===== config.mk =====
export PLATFORM = sky130hd
export DESIGN_NAME = pec_checked_response_receiver_core
export DESIGN_NICKNAME = d
export VERILOG_FILES = /design/src/rtl/pcrr_pkg.sv /design/src/rtl/pcrr_front.sv /design/src/rtl/pcrr_queue.sv /design/src/rtl/pcrr_back.sv /design/src/rtl/pec_checked_response_receiver_core.sv
export VERILOG_INCLUDE_DIRS = /design/src /design/src/rtl
export SDC_FILE = /design/constraint.sdc
export NUM_CORES = 1
export LEC_CHECK = 0
export BUFFER_PORTS_ARGS = -buffer_cell sky130_fd_sc_hd__buf_2
export CAP_MARGIN = 40
export CORE_UTILIZATION = 55
export DETAILED_ROUTE_END_ITERATION = 10
export GPL_TIMING_DRIVEN = 0
export PLACE_DENSITY_LB_ADDON = 0.2
export SYNTH_ARGS = -nofsm -noshare
export SYNTH_HDL_FRONTEND = slang
export SYNTH_HIERARCHICAL = 1
export SYNTH_SLANG_ARGS = --single-unit
export TNS_END_PERCENT = 20

===== constraint.sdc =====
create_clock -name i_clk -period 4.8 [get_ports i_clk]
set_clock_uncertainty 0.05 [all_clocks]
set_input_delay 0 -clock i_clk [delete_from_list [all_inputs] [get_ports i_clk]]
set_output_delay 0 -clock i_clk [all_outputs]
set_load 0.05 [all_outputs]

===== src/rtl/pec_checked_response_receiver_core_defines.svh =====
// ----------------------------------------------------------------------------
// Assertion macros for the checked response receiver
// Shared concurrent assertion forms, clocked on the rising edge.
// ----------------------------------------------------------------------------
`ifndef PEC_CHECKED_RESPONSE_RECEIVER_CORE_DEFINES_SVH
`define PEC_CHECKED_RESPONSE_RECEIVER_CORE_DEFINES_SVH

// The consequent must hold in the same cycle as the antecedent.
`define PCRR_ASSERT_SAME(lbl, clk, rstn, ante, cons) \
    lbl: assert property (@(posedge clk) disable iff (!rstn) (ante) |-> (cons)) \
        else $error("pcrr assertion failed");

// The consequent must hold in the cycle after the antecedent.
`define PCRR_ASSERT_NEXT(lbl, clk, rstn, ante, cons) \
    lbl: assert property (@(posedge clk) disable iff (!rstn) (ante) |=> (cons)) \
        else $error("pcrr assertion failed");

`endif


===== src/rtl/pcrr_pkg.sv =====
// ----------------------------------------------------------------------------
// pcrr_pkg
// Types, constants and the CRC-8 byte function of the response receiver.
// ----------------------------------------------------------------------------
package pcrr_pkg;

    localparam int C_MAX_CHIPS   = 8;
    localparam int C_QUEUE_DEPTH = 2;
    localparam int C_DIV_STEPS   = 30;

    localparam logic [7:0]  C_CRC_POLY    = 8'h07;
    localparam logic [5:0]  C_BLOCK_MAX   = 6'd32;
    localparam logic [13:0] C_RATE_SCALE  = 14'd10000;
    localparam logic [15:0] C_TOTAL_LIMIT = 16'd64000;

    typedef enum logic [0:0] {
        CFG_BLOCK_BYTES = 1'b0,
        CFG_STACK_CHIPS = 1'b1
    } t_cfg_idx;

    typedef struct packed {
        logic [2:0] chip;
        logic       ok;
        logic       last;
        logic [5:0] len;
    } t_blk;

    typedef enum logic [2:0] {
        S_IDLE,
        S_MUL,
        S_DIV,
        S_FIN,
        S_EMIT
    } t_back_state;

    function automatic logic [7:0] crc8_byte(input logic [7:0] x);
        logic [7:0] c;
        c = x;
        for (int i = 0; i < 8; i++) begin
            if (c[7]) begin
                c = {c[6:0], 1'b0} ^ C_CRC_POLY;
            end else begin
                c = {c[6:0], 1'b0};
            end
        end
        return c;
    endfunction

endpackage


===== src/rtl/pcrr_front.sv =====
// ----------------------------------------------------------------------------
// pcrr_front
// Takes received bytes, runs the CRC over data bytes and queues one record
// per check byte.
// ----------------------------------------------------------------------------
module pcrr_front import pcrr_pkg::*; (
    input  logic       i_clk,
    input  logic       i_rst_n,
    input  logic       i_cfg_we,
    input  logic [0:0] i_cfg_idx,
    input  logic [5:0] i_cfg_data,
    input  logic       i_valid,
    output logic       o_ready,
    input  logic [7:0] i_rx_byte,
    input  logic       i_frame_start,
    input  logic       i_q_full,
    output logic       o_push,
    output t_blk       o_blk
);

    localparam logic [3:0] C_CHIP_LIM = (C_MAX_CHIPS > 8) ? 4'd8 : 4'(C_MAX_CHIPS);

    logic [5:0] r_block_bytes;
    logic [3:0] r_stack_chips;
    logic [7:0] r_crc, n_crc;
    logic [5:0] r_pos, n_pos;
    logic [2:0] r_chip, n_chip;

    logic [5:0] bb_eff;
    logic [3:0] chips_eff;
    logic [7:0] crc_cur;
    logic [5:0] pos_cur;
    logic [2:0] chip_cur;
    logic       last;
    logic       take;

    always_comb begin
        if (r_block_bytes == 6'd0) begin
            bb_eff = 6'd1;
        end else if (r_block_bytes > C_BLOCK_MAX) begin
            bb_eff = C_BLOCK_MAX;
        end else begin
            bb_eff = r_block_bytes;
        end
        if (r_stack_chips == 4'd0) begin
            chips_eff = 4'd1;
        end else if (r_stack_chips > C_CHIP_LIM) begin
            chips_eff = C_CHIP_LIM;
        end else begin
            chips_eff = r_stack_chips;
        end
    end

    assign o_ready  = !i_q_full;
    assign take     = i_valid && o_ready;
    assign crc_cur  = i_frame_start ? 8'd0 : r_crc;
    assign pos_cur  = i_frame_start ? 6'd0 : r_pos;
    assign chip_cur = i_frame_start ? 3'd0 : r_chip;
    assign last     = ({1'b0, chip_cur} + 4'd1) >= chips_eff;

    always_comb begin
        n_crc      = r_crc;
        n_pos      = r_pos;
        n_chip     = r_chip;
        o_push     = 1'b0;
        o_blk.chip = chip_cur;
        o_blk.ok   = (crc_cur == i_rx_byte);
        o_blk.last = last;
        o_blk.len  = bb_eff;
        if (take) begin
            if (pos_cur < bb_eff) begin
                n_crc  = crc8_byte(crc_cur ^ i_rx_byte);
                n_pos  = pos_cur + 6'd1;
                n_chip = chip_cur;
            end else begin
                o_push = 1'b1;
                n_crc  = 8'd0;
                n_pos  = 6'd0;
                n_chip = last ? 3'd0 : chip_cur + 3'd1;
            end
        end
    end

    always_ff @(posedge i_clk) begin
        if (!i_rst_n) begin
            r_block_bytes <= 6'd18;
            r_stack_chips <= 4'd8;
            r_crc         <= 8'd0;
            r_pos         <= 6'd0;
            r_chip        <= 3'd0;
        end else begin
            r_crc  <= n_crc;
            r_pos  <= n_pos;
            r_chip <= n_chip;
            if (i_cfg_we) begin
                if (i_cfg_idx == CFG_BLOCK_BYTES) begin
                    r_block_bytes <= i_cfg_data;
                end else begin
                    r_stack_chips <= i_cfg_data[3:0];
                end
            end
        end
    end

endmodule


===== src/rtl/pcrr_queue.sv =====
// ----------------------------------------------------------------------------
// pcrr_queue
// Short first-in first-out queue of block records between front and back.
// ----------------------------------------------------------------------------
module pcrr_queue import pcrr_pkg::*; #(
    parameter int DEPTH = C_QUEUE_DEPTH
) (
    input  logic i_clk,
    input  logic i_rst_n,
    input  logic i_push,
    input  t_blk i_blk,
    output logic o_full,
    output logic o_valid,
    input  logic i_pop,
    output t_blk o_blk
);

    localparam int AW = (DEPTH > 1) ? $clog2(DEPTH) : 1;
    localparam int CW = $clog2(DEPTH + 1);

    t_blk          r_mem [DEPTH];
    logic [AW-1:0] r_wp;
    logic [AW-1:0] r_rp;
    logic [CW-1:0] r_cnt;

    logic do_push;
    logic do_pop;

    assign o_full  = (r_cnt == CW'(DEPTH));
    assign o_valid = (r_cnt != '0);
    assign o_blk   = r_mem[r_rp];
    assign do_push = i_push && !o_full;
    assign do_pop  = i_pop && o_valid;

    always_ff @(posedge i_clk) begin
        if (do_push) begin
            r_mem[r_wp] <= i_blk;
        end
    end

    always_ff @(posedge i_clk) begin
        if (!i_rst_n) begin
            r_wp  <= '0;
            r_rp  <= '0;
            r_cnt <= '0;
        end else begin
            if (do_push) begin
                r_wp <= (r_wp == AW'(DEPTH - 1)) ? '0 : r_wp + AW'(1);
            end
            if (do_pop) begin
                r_rp <= (r_rp == AW'(DEPTH - 1)) ? '0 : r_rp + AW'(1);
            end
            if (do_push && !do_pop) begin
                r_cnt <= r_cnt + CW'(1);
            end else if (do_pop && !do_push) begin
                r_cnt <= r_cnt - CW'(1);
            end
        end
    end

endmodule


===== src/rtl/pcrr_back.sv =====
// ----------------------------------------------------------------------------
// pcrr_back
// Updates the byte counters per block, divides for the error rate at frame
// end and holds the result beat in an output register.
// ----------------------------------------------------------------------------
`include "pec_checked_response_receiver_core_defines.svh"

module pcrr_back import pcrr_pkg::*; (
    input  logic        i_clk,
    input  logic        i_rst_n,
    input  logic        i_q_valid,
    input  t_blk        i_blk,
    output logic        o_pop,
    output logic        o_valid,
    input  logic        i_ready,
    output logic [2:0]  o_chip_index,
    output logic        o_check_ok,
    output logic        o_frame_done,
    output logic [13:0] o_error_rate,
    output logic [15:0] o_byte_total,
    output logic [15:0] o_byte_bad
);

    localparam int DW = 30;
    localparam int NW = $clog2(C_DIV_STEPS);

    t_back_state r_state, n_state;

    logic [15:0]   r_total, n_total;
    logic [15:0]   r_bad, n_bad;
    logic [13:0]   r_rate, n_rate;
    logic [2:0]    r_chip, n_chip;
    logic          r_ok, n_ok;
    logic          r_last, n_last;
    logic [DW-1:0] r_dvd, n_dvd;
    logic [16:0]   r_rem, n_rem;
    logic [NW-1:0] r_cnt, n_cnt;

    logic          r_o_valid, n_o_valid;
    logic [2:0]    r_o_chip;
    logic          r_o_ok;
    logic          r_o_last;
    logic [13:0]   r_o_rate;
    logic [15:0]   r_o_total;
    logic [15:0]   r_o_bad;
    logic          load_out;

    logic [16:0] sum_total;
    logic [16:0] sum_bad;
    logic [16:0] rem_shift;
    logic        rem_ge;

    assign sum_total = {1'b0, r_total} + {11'd0, i_blk.len};
    assign sum_bad   = {1'b0, r_bad} + {11'd0, i_blk.len};
    assign rem_shift = {r_rem[15:0], r_dvd[DW-1]};
    assign rem_ge    = rem_shift >= {1'b0, r_total};

    always_ff @(posedge i_clk) begin
        if (!i_rst_n) begin
            r_state <= S_IDLE;
        end else begin
            r_state <= n_state;
        end
    end

    always_comb begin
        n_state   = r_state;
        n_total   = r_total;
        n_bad     = r_bad;
        n_rate    = r_rate;
        n_chip    = r_chip;
        n_ok      = r_ok;
        n_last    = r_last;
        n_dvd     = r_dvd;
        n_rem     = r_rem;
        n_cnt     = r_cnt;
        o_pop     = 1'b0;
        load_out  = 1'b0;
        n_o_valid = r_o_valid && !i_ready;
        unique case (r_state)
            S_IDLE: begin
                if (i_q_valid) begin
                    o_pop   = 1'b1;
                    n_chip  = i_blk.chip;
                    n_ok    = i_blk.ok;
                    n_last  = i_blk.last;
                    n_total = sum_total[16] ? 16'hFFFF : sum_total[15:0];
                    if (!i_blk.ok) begin
                        n_bad = sum_bad[16] ? 16'hFFFF : sum_bad[15:0];
                    end
                    n_state = i_blk.last ? S_MUL : S_EMIT;
                end
            end
            S_MUL: begin
                n_dvd   = {14'd0, r_bad} * {16'd0, C_RATE_SCALE};
                n_rem   = 17'd0;
                n_cnt   = '0;
                n_state = S_DIV;
            end
            S_DIV: begin
                n_rem = rem_ge ? rem_shift - {1'b0, r_total} : rem_shift;
                n_dvd = {r_dvd[DW-2:0], rem_ge};
                n_cnt = r_cnt + NW'(1);
                if (r_cnt == NW'(C_DIV_STEPS - 1)) begin
                    n_state = S_FIN;
                end
            end
            S_FIN: begin
                if (r_total == 16'd0) begin
                    n_rate = 14'd0;
                end else if (r_dvd > DW'(C_RATE_SCALE)) begin
                    n_rate = C_RATE_SCALE;
                end else begin
                    n_rate = r_dvd[13:0];
                end
                if (r_total > C_TOTAL_LIMIT) begin
                    n_total = 16'd1;
                    n_bad   = 16'd0;
                end
                n_state = S_EMIT;
            end
            S_EMIT: begin
                if (!r_o_valid || i_ready) begin
                    load_out  = 1'b1;
                    n_o_valid = 1'b1;
                    n_state   = S_IDLE;
                end
            end
            default: begin
                n_state = S_IDLE;
            end
        endcase
    end

    always_ff @(posedge i_clk) begin
        if (!i_rst_n) begin
            r_total   <= 16'd0;
            r_bad     <= 16'd0;
            r_rate    <= 14'd0;
            r_o_valid <= 1'b0;
        end else begin
            r_total   <= n_total;
            r_bad     <= n_bad;
            r_rate    <= n_rate;
            r_o_valid <= n_o_valid;
        end
    end

    always_ff @(posedge i_clk) begin
        r_chip <= n_chip;
        r_ok   <= n_ok;
        r_last <= n_last;
        r_dvd  <= n_dvd;
        r_rem  <= n_rem;
        r_cnt  <= n_cnt;
        if (load_out) begin
            r_o_chip  <= r_chip;
            r_o_ok    <= r_ok;
            r_o_last  <= r_last;
            r_o_rate  <= r_rate;
            r_o_total <= r_total;
            r_o_bad   <= r_bad;
        end
    end

    assign o_valid      = r_o_valid;
    assign o_chip_index = r_o_chip;
    assign o_check_ok   = r_o_ok;
    assign o_frame_done = r_o_last;
    assign o_error_rate = r_o_rate;
    assign o_byte_total = r_o_total;
    assign o_byte_bad   = r_o_bad;

    `PCRR_ASSERT_SAME(a_bad_le_total, i_clk, i_rst_n, 1'b1, r_bad <= r_total)
    `PCRR_ASSERT_SAME(a_rate_in_range, i_clk, i_rst_n, 1'b1, r_rate <= C_RATE_SCALE)
    `PCRR_ASSERT_NEXT(a_div_ends, i_clk, i_rst_n,
        r_state == S_DIV && r_cnt == NW'(C_DIV_STEPS - 1), r_state == S_FIN)

endmodule


===== src/rtl/pec_checked_response_receiver_core.sv =====
// Path: a check byte's record passes through the record queue, the back end's S_IDLE
// and S_EMIT states and the output register; a frame-ending block also passes S_MUL,
// S_DIV and S_FIN. Throughput: one byte per cycle at the input while the 2-entry record
// queue has room; the bit-serial rate divider sets the cost of each frame end.
// Reset: synchronous, active low; clears CRC, positions, counters, rate and queue,
// and loads 18 data bytes per chip and 8 chips.
// ----------------------------------------------------------------------------
// pec_checked_response_receiver_core
// Top level: checks CRC-8 protected chip blocks and keeps error statistics.
// ----------------------------------------------------------------------------
module pec_checked_response_receiver_core import pcrr_pkg::*; #(
    parameter int QUEUE_DEPTH = C_QUEUE_DEPTH
) (
    input  logic        i_clk,
    input  logic        i_rst_n,
    input  logic        i_cfg_we,
    input  logic [0:0]  i_cfg_idx,
    input  logic [5:0]  i_cfg_data,
    input  logic        i_valid,
    output logic        o_ready,
    input  logic [7:0]  i_rx_byte,
    input  logic        i_frame_start,
    output logic        o_valid,
    input  logic        i_ready,
    output logic [2:0]  o_chip_index,
    output logic        o_check_ok,
    output logic        o_frame_done,
    output logic [13:0] o_error_rate,
    output logic [15:0] o_byte_total,
    output logic [15:0] o_byte_bad
);

    logic q_full;
    logic q_push;
    logic q_valid;
    logic q_pop;
    t_blk blk_in;
    t_blk blk_out;

    pcrr_front u_front (
        .i_clk         (i_clk),
        .i_rst_n       (i_rst_n),
        .i_cfg_we      (i_cfg_we),
        .i_cfg_idx     (i_cfg_idx),
        .i_cfg_data    (i_cfg_data),
        .i_valid       (i_valid),
        .o_ready       (o_ready),
        .i_rx_byte     (i_rx_byte),
        .i_frame_start (i_frame_start),
        .i_q_full      (q_full),
        .o_push        (q_push),
        .o_blk         (blk_in)
    );

    pcrr_queue #(
        .DEPTH (QUEUE_DEPTH)
    ) u_queue (
        .i_clk   (i_clk),
        .i_rst_n (i_rst_n),
        .i_push  (q_push),
        .i_blk   (blk_in),
        .o_full  (q_full),
        .o_valid (q_valid),
        .i_pop   (q_pop),
        .o_blk   (blk_out)
    );

    pcrr_back u_back (
        .i_clk        (i_clk),
        .i_rst_n      (i_rst_n),
        .i_q_valid    (q_valid),
        .i_blk        (blk_out),
        .o_pop        (q_pop),
        .o_valid      (o_valid),
        .i_ready      (i_ready),
        .o_chip_index (o_chip_index),
        .o_check_ok   (o_check_ok),
        .o_frame_done (o_frame_done),
        .o_error_rate (o_error_rate),
        .o_byte_total (o_byte_total),
        .o_byte_bad   (o_byte_bad)
    );

endmodule


Word-level counts from Yosys, hierarchy flattened
Memories as Yosys holds them, arrays and structs flattened. A register that Yosys moved wholly into a read port is not among the register bits.
Cells that the tools add are included.
- add/subtract/negate cells: 11
- multiply operators: 1
- div/mod/pow operators: 0
- $lt $le $gt $ge: 7
- eq/ne operators: 12
- shift operators: 0
- muxes and demuxes: 69
- bitwise gates (word level): 10
- reductions and logical operators: 26
- operator list (cell ; number):
    $mux W16 ; 8
    $mux W8 ; 16
    $pmux W16 S2 ; 3
    $pmux W30 S2 ; 1
    $mux W3 ; 15
    $add A16 B6 Y17 ; 2
    $gt A30 B14 Y1 const B ; 1
    $mux W14 ; 2
    $mul A16 B10 Y26 const B ; 1
    $mux W6 ; 4
    $not A3 Y3 ; 8
    $ge A17 B16 Y1 ; 1
    $gt A16 B16 Y1 const B ; 1
    $logic_not A16 Y1 ; 1
    $sub A16 B16 Y16 ; 1
    $pmux W3 S5 ; 1
    $mux W1 ; 14
    $pmux W5 S2 ; 1
    $eq A8 B8 Y1 ; 1
    $mux W4 ; 2
    $reduce_bool A2 Y1 ; 4
    $xor A8 B8 Y8 ; 1
    $add A6 B1 Y6 const B ; 1
    $eq A3 B2 Y1 const B ; 2
    27 further kinds ; 44
- register bits after elaboration: 188
- bits in latches: 0
- RAM bits: 22
- bits in read-only memories: 0
- input port bits: 21
- output and inout bits: 53
- word-level logic and storage cells: 162
- memories: 1
- memories (memory ; depth ; bits a word ; read ports ; clocked after Yosys merged registers in ; write ports ; line ; text):
    u_queue.r_mem ; 2 ; 11 ; 1 ; 1 ; 1 ; pcrr_queue.sv:21 ; t_blk r_mem [DEPTH];

Depth between registers and ports, before layout
Gate-level depths: netlist (run 1).
- depth after elaboration: 33
- gate-level depth with buffers: 19
- mapped depth without buffers: 19

Hierarchy
Netlist (run 1), hierarchy kept.
- by module, submodules not included (module ; instances ; cells an instance ; area each (µm²) ; sequential area each (µm²)):
    pcrr_back ; 1 ; 1031 ; 10247.3 ; 4214.0
    pcrr_front ; 1 ; 233 ; 1885.6 ; 540.5
    pcrr_queue ; 1 ; 59 ; 1026.0 ; 760.7

Least setup slack after synthesis (run 1)
Ideal clock, no wire load.
- path type: reg-to-reg
- from: register u_back.r_bad[6]
- to: register u_back.r_dvd[27], data pin
- setup time: 0.259 ns
- arrival time: 4.473 ns
- data required time: 4.491 ns
- path slack: 0.018 ns
- cell stages (with the launch flop): 18
- path buffers: 0
- period minus slack after synthesis: 4.782 ns
- path through: dfxtp_1 -> inv_1 -> fa_1 -> inv_1 -> ha_1 -> fa_1 -> ha_1 -> inv_1 -> fa_1 -> inv_1 -> ha_1 -> a21oi_1 -> o211ai_1 -> a41oi_1 -> o21ai_1 -> o31ai_4 -> nor2_1 -> o31a_1
- cells in the longest elaborated chain, start to end: 2
- ends and longest elaborated chain (element ; line ; text):
    start, declared ; pcrr_back.sv:30 ; logic [15:0] r_bad, n_bad;
    start signal, assigned ; pcrr_back.sv:143 ; r_bad <= n_bad;
    $mul A16 B10 Y26 ; pcrr_back.sv:95 ; n_dvd = {14'd0, r_bad} * {16'd0, C_RATE_SCALE};
    $pmux W30 S2 ; pcrr_back.sv:80 ; unique case (r_state)
    net u_back.n_dvd[27] ; pcrr_back.sv:35 ; logic [DW-1:0] r_dvd, n_dvd;
    end signal, assigned ; pcrr_back.sv:153 ; r_dvd <= n_dvd;
    end, declared ; pcrr_back.sv:35 ;
The timed path passes the listed nets, and every way through them passes these cells.
A chain may end at the register's enable or synchronous reset.

Final worst setup path (run 1)
- from: register u_back.r_bad[7]
- to: register u_back.r_dvd[22], data pin
Same word-level chain as after synthesis.

==> qor.yml, run 1 <==
synthesis:
  syn_inst: 1323
  yosysSeqAreaShare_pct: 41.91
  synth_common_cells: "140 x inv_1, 129 x edfxtp_1, 123 x ha_1"
  ys.flop_type: "edfxtp_1"
  async_flop_share_pct: 0
  synth_edf_count: 129
  synth_top_cell_area_share_pct: 29.44
  synth_top_area_cell: "edfxtp_1"
  synth.most_common_cell: "inv_1"
  synth_area_sq_um: 13160
  yosys-top-cells-area: "edfxtp_1 29%, dfxtp_1 12%, ha_1 12%, fa_1 5.8%, inv_1 4.0%"
  ys_seq_elements: 211
  avgSynthCellArea_sq_um: 9.946
  ys_warn_count: 6
  yosysUniqueCellTypes: 84
  syn_nets: 1505
sta:
  whs_ns: 0.04261
  setup_tns_ns: 0
  hold_violations: 0
  fin_crit_sh_pct: 97.83
  setup_violations: 0
  rsz0062_at_grt: "yes"
  min_period_ns: 4.696
  slew_viol_final: 0
  setup_slack_ns: 0.1042
  worst_pin_slew_ns: 0.7764
  slew_headroom_pct: 47.84
  fmax_ghz: 0.2130
worst_setup_path:
  cp.arrival_ns: 4.90
  path_max_fanout: 5
  criticalPathCategory: "flip-flop to flip-flop"
  required_ns: 5.00
  critPathCaptureType: "flip-flop"
  cp-start-kind: "flip-flop"
final_layout:
  drive_above_1_share_pct: 15.90
  diodes: 0
  nets: 1648
  stdcell_count: 1803
  fillCellCount: 1822
  area_delta_synth_final_pct: 17.77
  multi_input_area_sq_um: 7103
  final_util_pct: 66.02
  regArea_sq_um: 5555
die:
  num_rows: 56
  ioPinCount: 74
  die_h_um: 156.7
  core_sq_um: 23470
  die_w_um: 156.7
  start_util_pct: 56.06
  die-area_sq_um: 24550
grt:
  grt_pass1_vias: 9849
  grt_usage_pct: 24.68
  grt_pass1_wl_um: 48160
  antenna_found_initial: 0
  grt_overflow: 0
  grt_max_degree: 30
detailed_routing:
  final_antenna_net_count: 0
  wl_per_cell_um: 16.48
  firstDrtPassIters: 5
  dr_total_vias: 10170
  post-route-drc-count: 0
  viasPerCell: 5.639
  drt_iter0_markers: 582
  finalWirelength_um: 29720
pwr:
  power_density_nw_per_um2: 275.2
  p_leak_nw: 6.395
  vdd_ir_drop_max_mv: 0.2694
placement:
  place_inst: 1719
  dp_worst_setup_slack_ns: -0.6163
  place.gp.congestion: 0.9186
  dpl.hpwl_um: 21620
  port_buffers: 73
run_status:
  outcome: "completed"
clocking:
  path_clk_slew_ns: 0.06
  cts.sinks: 211
  clock_path_buffers: 3
  cts_tree: "yes"
  root_buffer: "clkbuf_16"
  cts_buffers: 24
  insertion_delay_ns: 0.52
  cts-htree-levels: 1
run:
  cap_violations: 0
hold_path:
  hold_class: "primary input to flip-flop"
==> placed cells by master, fill, tap and decap left out, drive strengths merged, types with 41 or more instances in the layout <==
cell	n
dfxtp	82
clkbuf	65
o21ai	61
buf	111
xnor2	44
inv	136
ha	123
edfxtp	129
nand3	41
nor2	100
a21oi	85
nand2	112
==> final timing paths <==
| kind | from | end | slack (ns) | cells after the start |
|---|---|---|---|---|
| max | u_back/r_bad[7] | u_back/r_dvd[22] | 0.10 | 18 |
| min | i_rx_byte[6] | u_front/r_crc[0] | 0.04 | 6 |
| max reg2reg | u_back/r_bad[7] | u_back/r_dvd[22] | 0.10 | 18 |
| min reg2reg | u_back/r_last | u_back/o_frame_done | 0.37 | 0 |
==> metrics by stage <==
step	total power, mW	cell area [sq um]
final	4.266	15500
after global routing	4.416	15500
after CTS	4.295	15280
after detailed placement	2.370	14020
after global placement	2.363	13920
after floorplan	2.284	13160
==> worst max-delay path, cell delays in order, from the launching register on <==
cell and delay, ns:
dfxtp_4 0.36, clkinvlp_4 0.13, buf_4 0.17, fa_1 0.53
inv_1 0.04, ha_1 0.29, fa_2 0.57, ha_1 0.22
inv_1 0.09, fa_1 0.42, inv_1 0.07, ha_2 0.31
nand2_1 0.12, nor3b_2 0.06, o2bb2ai_2 0.15, o41a_1 0.38
a21oi_2 0.14, xor2_1 0.23, o21ai_1 0.08
==> routing by layer <==
metal | wire [um] | track usage [%] | share of wire [%]
met3 | 1451 | 3.019 | 4.9
met1 | 13450 | 32.68 | 45
met4 | 728 | 7.283 | 2.4
met5 | 0 | 0 | 0
met2 | 14090 | 42.26 | 47
==> flip-flops by register name, summed over array words and instances (netlist names), 5 cells and up, named ones only <==
signal,cells
u_back/r_total,16
u_back/o_byte_total,16
u_back/r_dvd,30
u_front/r_pos,6
u_front/r_crc,8
u_back/r_cnt,5
u_back/r_rem,16
u_queue/r_mem,22
u_back/o_error_rate,14
u_back/r_bad,16
u_front/r_block_bytes,6
u_back/r_rate,14
u_back/o_byte_bad,16
==> kinds of logic after synthesis <==
logic type	Yosys count	share of synthesized area, %
adders and majority gates	161	17.48
buffers and inverters	188	5.752
xor gates and xnor gates	67	4.574
and+or+nand+nor	391	14.42
DFF	211	41.91
muxes	17	1.398
AOI/OAI and AO/OA	288	14.46
==> power breakdown <==
group	switching [mW]	total, mW	internal [mW]	leakage, nW
Clock	0.738	1.91	1.17	0.405
Sequential	0.0286	1.97	1.94	1.87
Combinational	0.213	0.381	0.169	4.12
Total	0.979	4.27	3.29	6.40
==> layout make-up <==
class	count	area share [%]
Timing Repair Buffer	121	5.409
Clock buffer	36	4.772
Inverter	141	3.560
Sequential cell	211	35.85
Clock inverter	8	0.6297
Multi-Input combinational cell	924	45.83
Tap cell	319	2.575
Buffer	43	1.373
==> what timing repair did <==
action,CTS,global route
endpoints found under the setup margin,12,8
pin swaps,5,28
resized for setup,37,37
gates cloned,0,0
hold buffers,24,0
endpoints found under the hold margin,26,0
buffers inserted,12,8
Note: power is estimated with default switching activity, not from simulation.
==> run 2: changes to the inputs <==
==> constraint.sdc (replaced) <==
create_clock -name i_clk -period 6.1 [get_ports i_clk]
set_clock_uncertainty 0.05 [all_clocks]
set_input_delay 0 -clock i_clk [delete_from_list [all_inputs] [get_ports i_clk]]
set_output_delay 0 -clock i_clk [all_outputs]
set_load 0.05 [all_outputs]
==> run 2 against run 1 <==
Global-route usage fell by 0.15 points; clock-buffer cell count unchanged; first-iteration DRC count decreased by 4.5%; setup slack gained 0.53 ns; hold slack better by 0.00079 ns; critical endpoint is now u_back/r_dvd[27]; largest cell class unchanged.
==> qor.yml, run 2 (synthesis results as in run 1) <==
detailed_routing:
  finalWirelength_um: 29130  # was 29,720 um
  wl_per_cell_um: 16.30  # was 16.48 um
  dr_total_vias: 10020  # was 10,170
  firstDrtPassIters: 5  # unchanged
  viasPerCell: 5.606  # was 5.639
  post-route-drc-count: 0  # unchanged
  final_antenna_net_count: 0  # unchanged
  drt_iter0_markers: 556  # was 582
sta:
  fin_crit_sh_pct: 89.66  # was 97.83%
  slew_viol_final: 0  # unchanged
  hold_violations: 0  # unchanged
  fmax_ghz: 0.1828  # was 0.2130 GHz
  rsz0062_at_grt: "no"  # was yes
  min_period_ns: 5.469  # was 4.696 ns
  worst_pin_slew_ns: 0.7801  # was 0.7764 ns
  slew_headroom_pct: 48.00  # was 47.84%
  setup_tns_ns: 0  # unchanged
  setup_violations: 0  # unchanged
  setup_slack_ns: 0.6309  # was 0.1042 ns
die:
  num_rows: 56  # unchanged
  die-area_sq_um: 24550  # unchanged
  core_sq_um: 23470  # unchanged
  start_util_pct: 56.06  # unchanged
  die_w_um: 156.7  # unchanged
  ioPinCount: 74  # unchanged
  die_h_um: 156.7  # unchanged
clocking:
  insertion_delay_ns: 0.52  # about the same
  cts-htree-levels: 1  # unchanged
  cts.sinks: 211  # unchanged
  postCtsSetupRepairBufs: 0  # was 12
  path_clk_slew_ns: 0.06  # about the same
  cts_buffers: 24  # unchanged
  clock_path_buffers: 3  # unchanged
  cts_tree: "yes"  # unchanged
  root_buffer: "clkbuf_16"  # unchanged
placement:
  dp_worst_setup_slack_ns: 0.6837  # was -0.6163 ns
  port_buffers: 73  # unchanged
  dpl.hpwl_um: 21620  # unchanged
  place.gp.congestion: 0.9186  # unchanged
final_layout:
  top_regs: "u_back/r_dvd x30, u_queue/r_mem x22"  # unchanged
  fillCellCount: 1908  # was 1,822
  area_delta_synth_final_pct: 14.74  # was 17.77%
  diodes: 0  # unchanged
  nets: 1632  # was 1,648
  largest_register_ffs: 30  # unchanged
  mostFrequentLayoutCells: "140 x inv_1, 129 x edfxtp_1, 123 x ha_1"  # was 129 x edfxtp_1, 126 x inv_1, 111 x nand2_1
  drive_above_1_share_pct: 11.17  # was 15.90%
  layout_commonest_cell: "inv_1"  # was edfxtp_1
  max_flop_register: "u_back/r_dvd"  # unchanged
worst_setup_path:
  critPathCaptureType: "flip-flop"  # unchanged
  rr_endpoint: "u_back/r_dvd[27]"  # was u_back/r_dvd[22]
  required_ns: 6.32  # was 5.00 ns
  critPathCapture: "u_back/r_dvd[27]"  # was u_back/r_dvd[22]
  cp-start-kind: "flip-flop"  # unchanged
  cp.arrival_ns: 5.69  # was 4.90 ns
  timing.rr.start: "u_back/r_bad[6]"  # was u_back/r_bad[7]
  worstSetupStartpoint: "u_back/r_bad[6]"  # was u_back/r_bad[7]
  path_max_fanout: 7  # was 5
  rrSetupSlack_ns: 0.63  # was 0.10 ns
  criticalPathCategory: "flip-flop to flip-flop"  # unchanged
  reg2regPathDepth: 17  # was 18
hold_path:
  holdCritStartpoint: "i_rx_byte[6]"  # unchanged
  hold_class: "primary input to flip-flop"  # unchanged
pwr:
  vdd_ir_drop_max_mv: 0.2119  # was 0.2694 mV
  p_leak_nw: 6.321  # was 6.395 nW
  power_density_nw_per_um2: 222.2  # was 275.2 nW/um^2
grt:
  grt_pass1_vias: 9786  # was 9,849
  grt_max_degree: 30  # unchanged
  grt_usage_pct: 24.52  # was 24.68%
  antenna_found_initial: 0  # unchanged
  grt_overflow: 0  # unchanged
  grt_pass1_wl_um: 47890  # was 48,160 um
run:
  cap_violations: 0  # unchanged
run_status:
  outcome: "completed"  # unchanged
==> run 2: cell types whose count changed in the layout (fill, tap and decap cells not counted), sizes merged <==
cell / change
buf: -20
clkinvlp: -6
inv: +6
clkbuf: +4
==> run 2: cell type report <==
type	count	area (sq um)	area share (%)
multi-input combinational	924	6902	45.71
sequential	211	5515	36.53
clock buffer	36	739.5	4.898
timing repair buffer	101	688.2	4.558
inverter	141	529.3	3.505
tap	319	399.1	2.644
buffer	47	227.7	1.508
clock inverter	8	97.59	0.6464
==> run 2: through the flow <==
| step | util [%] | power (mW) | hold slack, ns | instances | area, sq um |
|---|---|---|---|---|---|
| floorplan | - | 1.798 | 0.06760 | 1323 | 13160 |
| finish | 64.32 | 3.354 | 0.04339 | 1787 | 15100 |
| global route | 64.32 | 3.473 | 0.08916 | 1787 | 15100 |
| CTS | 64.32 | 3.381 | 0.03337 | 1787 | 15100 |
| global placement | 59.32 | 1.859 | 0.1697 | 1715 | 13920 |
| detailed placement | 59.73 | 1.866 | 0.1874 | 1719 | 14020 |
==> run 2: what timing repair did <==
item / CTS / global route
hold buffers: 24 / 0
hold endpoints to repair: 26 / 0
endpoints found under the setup margin: 0 / 0
gates resized for setup: 0 / 0
==> run 2: power breakdown <==
part / total (mW) / switching (mW) / internal (mW)
Sequential: 1.56 / 0.0237 / 1.53
Clock: 1.50 / 0.579 / 0.924
Combinational: 0.294 / 0.164 / 0.130
Total: 3.35 / 0.767 / 2.59
==> run 2: critical path, stage by stage (launching register included) <==
cell	delay, ns
dfxtp_1	0.57
inv_1	0.24
fa_1	0.57
inv_1	0.04
ha_1	0.29
fa_1	0.48
ha_1	0.29
inv_1	0.05
fa_1	0.49
inv_1	0.04
ha_1	0.35
a21oi_1	0.27
o211ai_1	0.18
a41oi_1	0.46
o21ai_1	0.23
o31ai_4	0.28
nor2_1	0.08
o31a_1	0.24
==> run 2: routing by layer <==
| metal | track usage (%) | vias to the layer above | part of all wire, % |
|---|---|---|---|
| met1 | 32.49 | 4810 | 46 |
| met2 | 42.11 | 232 | 47 |
| met3 | 2.991 | 37 | 4.7 |
| li1 | - | 4939 | - |
| met5 | 0 | - | 0 |
| met4 | 6.956 | 0 | 2.4 |
==> run 2: worst min-delay path by stage <==
stage	to	slack, ns	cells after the start
final	u_front/r_crc[0]	0.04	6
after global routing	u_front/r_crc[0]	0.09	6
after CTS	u_front/r_crc[0]	0.03	6
after detailed placement	u_front/r_block_bytes[4]	0.19	3
after global placement	u_front/r_block_bytes[4]	0.17	3
after floorplan	u_queue/r_wp	0.07	1
==> run 3: changes to the inputs <==
--- a/config.mk
+++ b/config.mk
@@ -6,10 +6,10 @@
 export SDC_FILE = /design/constraint.sdc
 export NUM_CORES = 1
 export LEC_CHECK = 0
-export BUFFER_PORTS_ARGS = -buffer_cell sky130_fd_sc_hd__buf_2
 export CAP_MARGIN = 40
 export CORE_UTILIZATION = 55
 export DETAILED_ROUTE_END_ITERATION = 10
+export DONT_BUFFER_PORTS = 1
 export GPL_TIMING_DRIVEN = 0
 export PLACE_DENSITY_LB_ADDON = 0.2
 export SYNTH_ARGS = -nofsm -noshare
==> constraint.sdc (replaced) <==
create_clock -name i_clk -period 5.88 [get_ports i_clk]
set_clock_uncertainty 0.05 [all_clocks]
set_input_delay 0 -clock i_clk [delete_from_list [all_inputs] [get_ports i_clk]]
set_output_delay 0 -clock i_clk [all_outputs]
set_load 0.05 [all_outputs]
==> run 3 against run 2 <==
Combinational power rose by 9.9%; clock-buffer cell count down 6; wire length grew 0.50%; maximum frequency is 0.51% higher; sequential power up 4%; cell count is 3.2% lower; critical path depth did not move; global-route usage rose by 0.14 points; via count down 1.6%; largest power group unchanged; register-to-register slack lost 0.19 ns; cell area decreased by 1.7%.
==> qor.yml, run 3 (synthesis results as in run 1) <==
run:
  cap_violations: 0  # unchanged
sta:
  hold_violations: 0  # unchanged
  fin_crit_sh_pct: 92.54  # was 89.66%
  rsz0062_at_grt: "no"  # unchanged
  setup_violations: 0  # unchanged
  setup_tns_ns: 0  # unchanged
  slew_viol_final: 0  # unchanged
  slew_headroom_pct: 49.15  # was 48.00%
  min_period_ns: 5.442  # was 5.469 ns
  fmax_ghz: 0.1838  # was 0.1828 GHz
  worst_pin_slew_ns: 0.7570  # was 0.7801 ns
  whs_ns: 0.04892  # was 0.04339 ns
final_layout:
  drive_above_1_share_pct: 6.733  # was 11.17%
  final_util_pct: 63.24  # was 64.32%
  layout_commonest_cell: "inv_1"  # unchanged
  nets: 1575  # was 1,632
  mostFrequentLayoutCells: "140 x inv_1, 129 x edfxtp_1, 123 x ha_1"  # unchanged
  largest_register_ffs: 30  # unchanged
  diodes: 0  # unchanged
  area_delta_synth_final_pct: 12.81  # was 14.74%
  finalInstanceArea_sq_um: 14840  # was 15,100 sq um
  top_regs: "u_back/r_dvd x30, u_queue/r_mem x22"  # unchanged
  max_flop_register: "u_back/r_dvd"  # unchanged
worst_setup_path:
  path_max_fanout: 7  # unchanged
  critPathCaptureType: "flip-flop"  # unchanged
  required_ns: 6.10  # was 6.32 ns
  rr_endpoint: "u_back/r_dvd[27]"  # unchanged
  cp.arrival_ns: 5.66  # was 5.69 ns
  cp-start-kind: "flip-flop"  # unchanged
  worstSetupStartpoint: "u_back/r_bad[6]"  # unchanged
  timing.rr.start: "u_back/r_bad[6]"  # unchanged
  reg2regPathDepth: 17  # unchanged
  criticalPathCategory: "flip-flop to flip-flop"  # unchanged
  rrSetupSlack_ns: 0.44  # was 0.63 ns
  critPathCapture: "u_back/r_dvd[27]"  # unchanged
clocking:
  path_clk_slew_ns: 0.06  # about the same
  cts_buffers: 24  # unchanged
  clock_path_buffers: 3  # unchanged
  postCtsSetupRepairBufs: 0  # unchanged
  root_buffer: "clkbuf_16"  # unchanged
  cts_hold_buffers: 40  # was 24
  ctsResizeCount: 0  # unchanged
  insertion_delay_ns: 0.52  # about the same
  cts_tree: "yes"  # unchanged
  cts-htree-levels: 1  # unchanged
  cts.sinks: 211  # unchanged
detailed_routing:
  finalWirelength_um: 29280  # was 29,130 um
  viasPerCell: 5.700  # was 5.606
  post-route-drc-count: 0  # unchanged
  firstDrtPassIters: 5  # unchanged
  dr_total_vias: 9861  # was 10,020
  final_antenna_net_count: 0  # unchanged
  drt_iter0_markers: 631  # was 556
  wl_per_cell_um: 16.92  # was 16.30 um
die:
  ioPinCount: 74  # unchanged
  num_rows: 56  # unchanged
  die-area_sq_um: 24550  # unchanged
  start_util_pct: 56.06  # unchanged
  die_w_um: 156.7  # unchanged
  core_sq_um: 23470  # unchanged
  die_h_um: 156.7  # unchanged
run_status:
  outcome: "completed"  # unchanged
hold_path:
  hold_class: "primary input to flip-flop"  # unchanged
placement:
  dpl.hpwl_um: 21310  # was 21,620 um
  place.gp.congestion: 0.8897  # was 0.9186
  placed_area_sq_um: 13660  # was 14,020 sq um
  port_buffers: 0  # was 73
grt:
  use_met2_pct: 41.03  # was 42.11%
  met1_usage_pct: 33.05  # was 32.49%
  grt_pass1_wl_um: 47890  # unchanged
  grtUsageMet3_pct: 3.351  # was 2.991%
  grt_pass1_vias: 9328  # was 9,786
  grt_max_degree: 32  # was 30
  antenna_found_initial: 0  # unchanged
  grt_usage_pct: 24.66  # was 24.52%
  grt_overflow: 0  # unchanged
  top_usage_layer: "met2"  # unchanged
pwr:
  vdd_ir_drop_max_mv: 0.2486  # was 0.2119 mV
  power_mw: 3.440  # was 3.354 mW
  power_density_nw_per_um2: 231.7  # was 222.2 nW/um^2
  p_leak_nw: 6.092  # was 6.321 nW
## run 3: area by class of cell
| type | count | area, sq um |
|---|---|---|
| Timing Repair Buffer | 44 | 483.0 |
| Multi-Input combinational cell | 924 | 6902 |
| Clock inverter | 14 | 133.9 |
| Tap cell | 319 | 399.1 |
| Sequential cell | 211 | 5515 |
| Buffer | 47 | 227.7 |
| Inverter | 141 | 529.3 |
| Clock buffer | 30 | 654.4 |
| Fill cell | 1878 | 8628 |
## run 3: how the worst min path moves through the flow
| stage | startpoint | to | cells after the start |
|---|---|---|---|
| after floorplan | i_rst_n | u_queue/r_wp | 1 |
| after global placement | i_rst_n | u_queue/r_wp | 1 |
| after detailed placement | i_rst_n | u_queue/r_cnt[0] | 1 |
| after CTS | i_frame_start | u_front/r_crc[7] | 6 |
| after global routing | i_cfg_we | u_front/r_block_bytes[2] | 4 |
| final | i_cfg_we | u_front/r_block_bytes[3] | 4 |
## run 3: routing by layer
metal  wire length [um]  vias up  part of all wire, %
li1                   -     4825                    -
met1              13450     4702                   46
met2              13520      279                   46
met5                  0        -                    0
met4                813        0                  2.8
met3               1491       55                  5.1
## run 3: through the flow
stage	cells	setup WS (ns)
after floorplan	1323	1.098
after global placement	1642	0.5227
after detailed placement	1646	0.5098
after CTS	1730	0.4753
after global routing	1730	0.1512
final	1730	0.4385
## run 3: worst max-delay path, cell delays in order, from the launching register on
cell	delay, ns
dfxtp_1	0.58
inv_1	0.24
fa_1	0.57
inv_1	0.04
ha_1	0.29
fa_1	0.48
ha_1	0.29
inv_1	0.05
fa_1	0.49
inv_1	0.05
ha_1	0.35
a21oi_1	0.27
o211ai_1	0.18
a41oi_1	0.45
o21ai_1	0.24
o31ai_4	0.26
nor2_1	0.08
o31a_1	0.24
## run 3: power by group
| group | switching [mW] | total [mW] | internal, mW |
|---|---|---|---|
| clock network | 0.611 | 1.49 | 0.881 |
| logic | 0.167 | 0.323 | 0.156 |
| registers | 0.0340 | 1.63 | 1.59 |
| total | 0.812 | 3.44 | 2.63 |
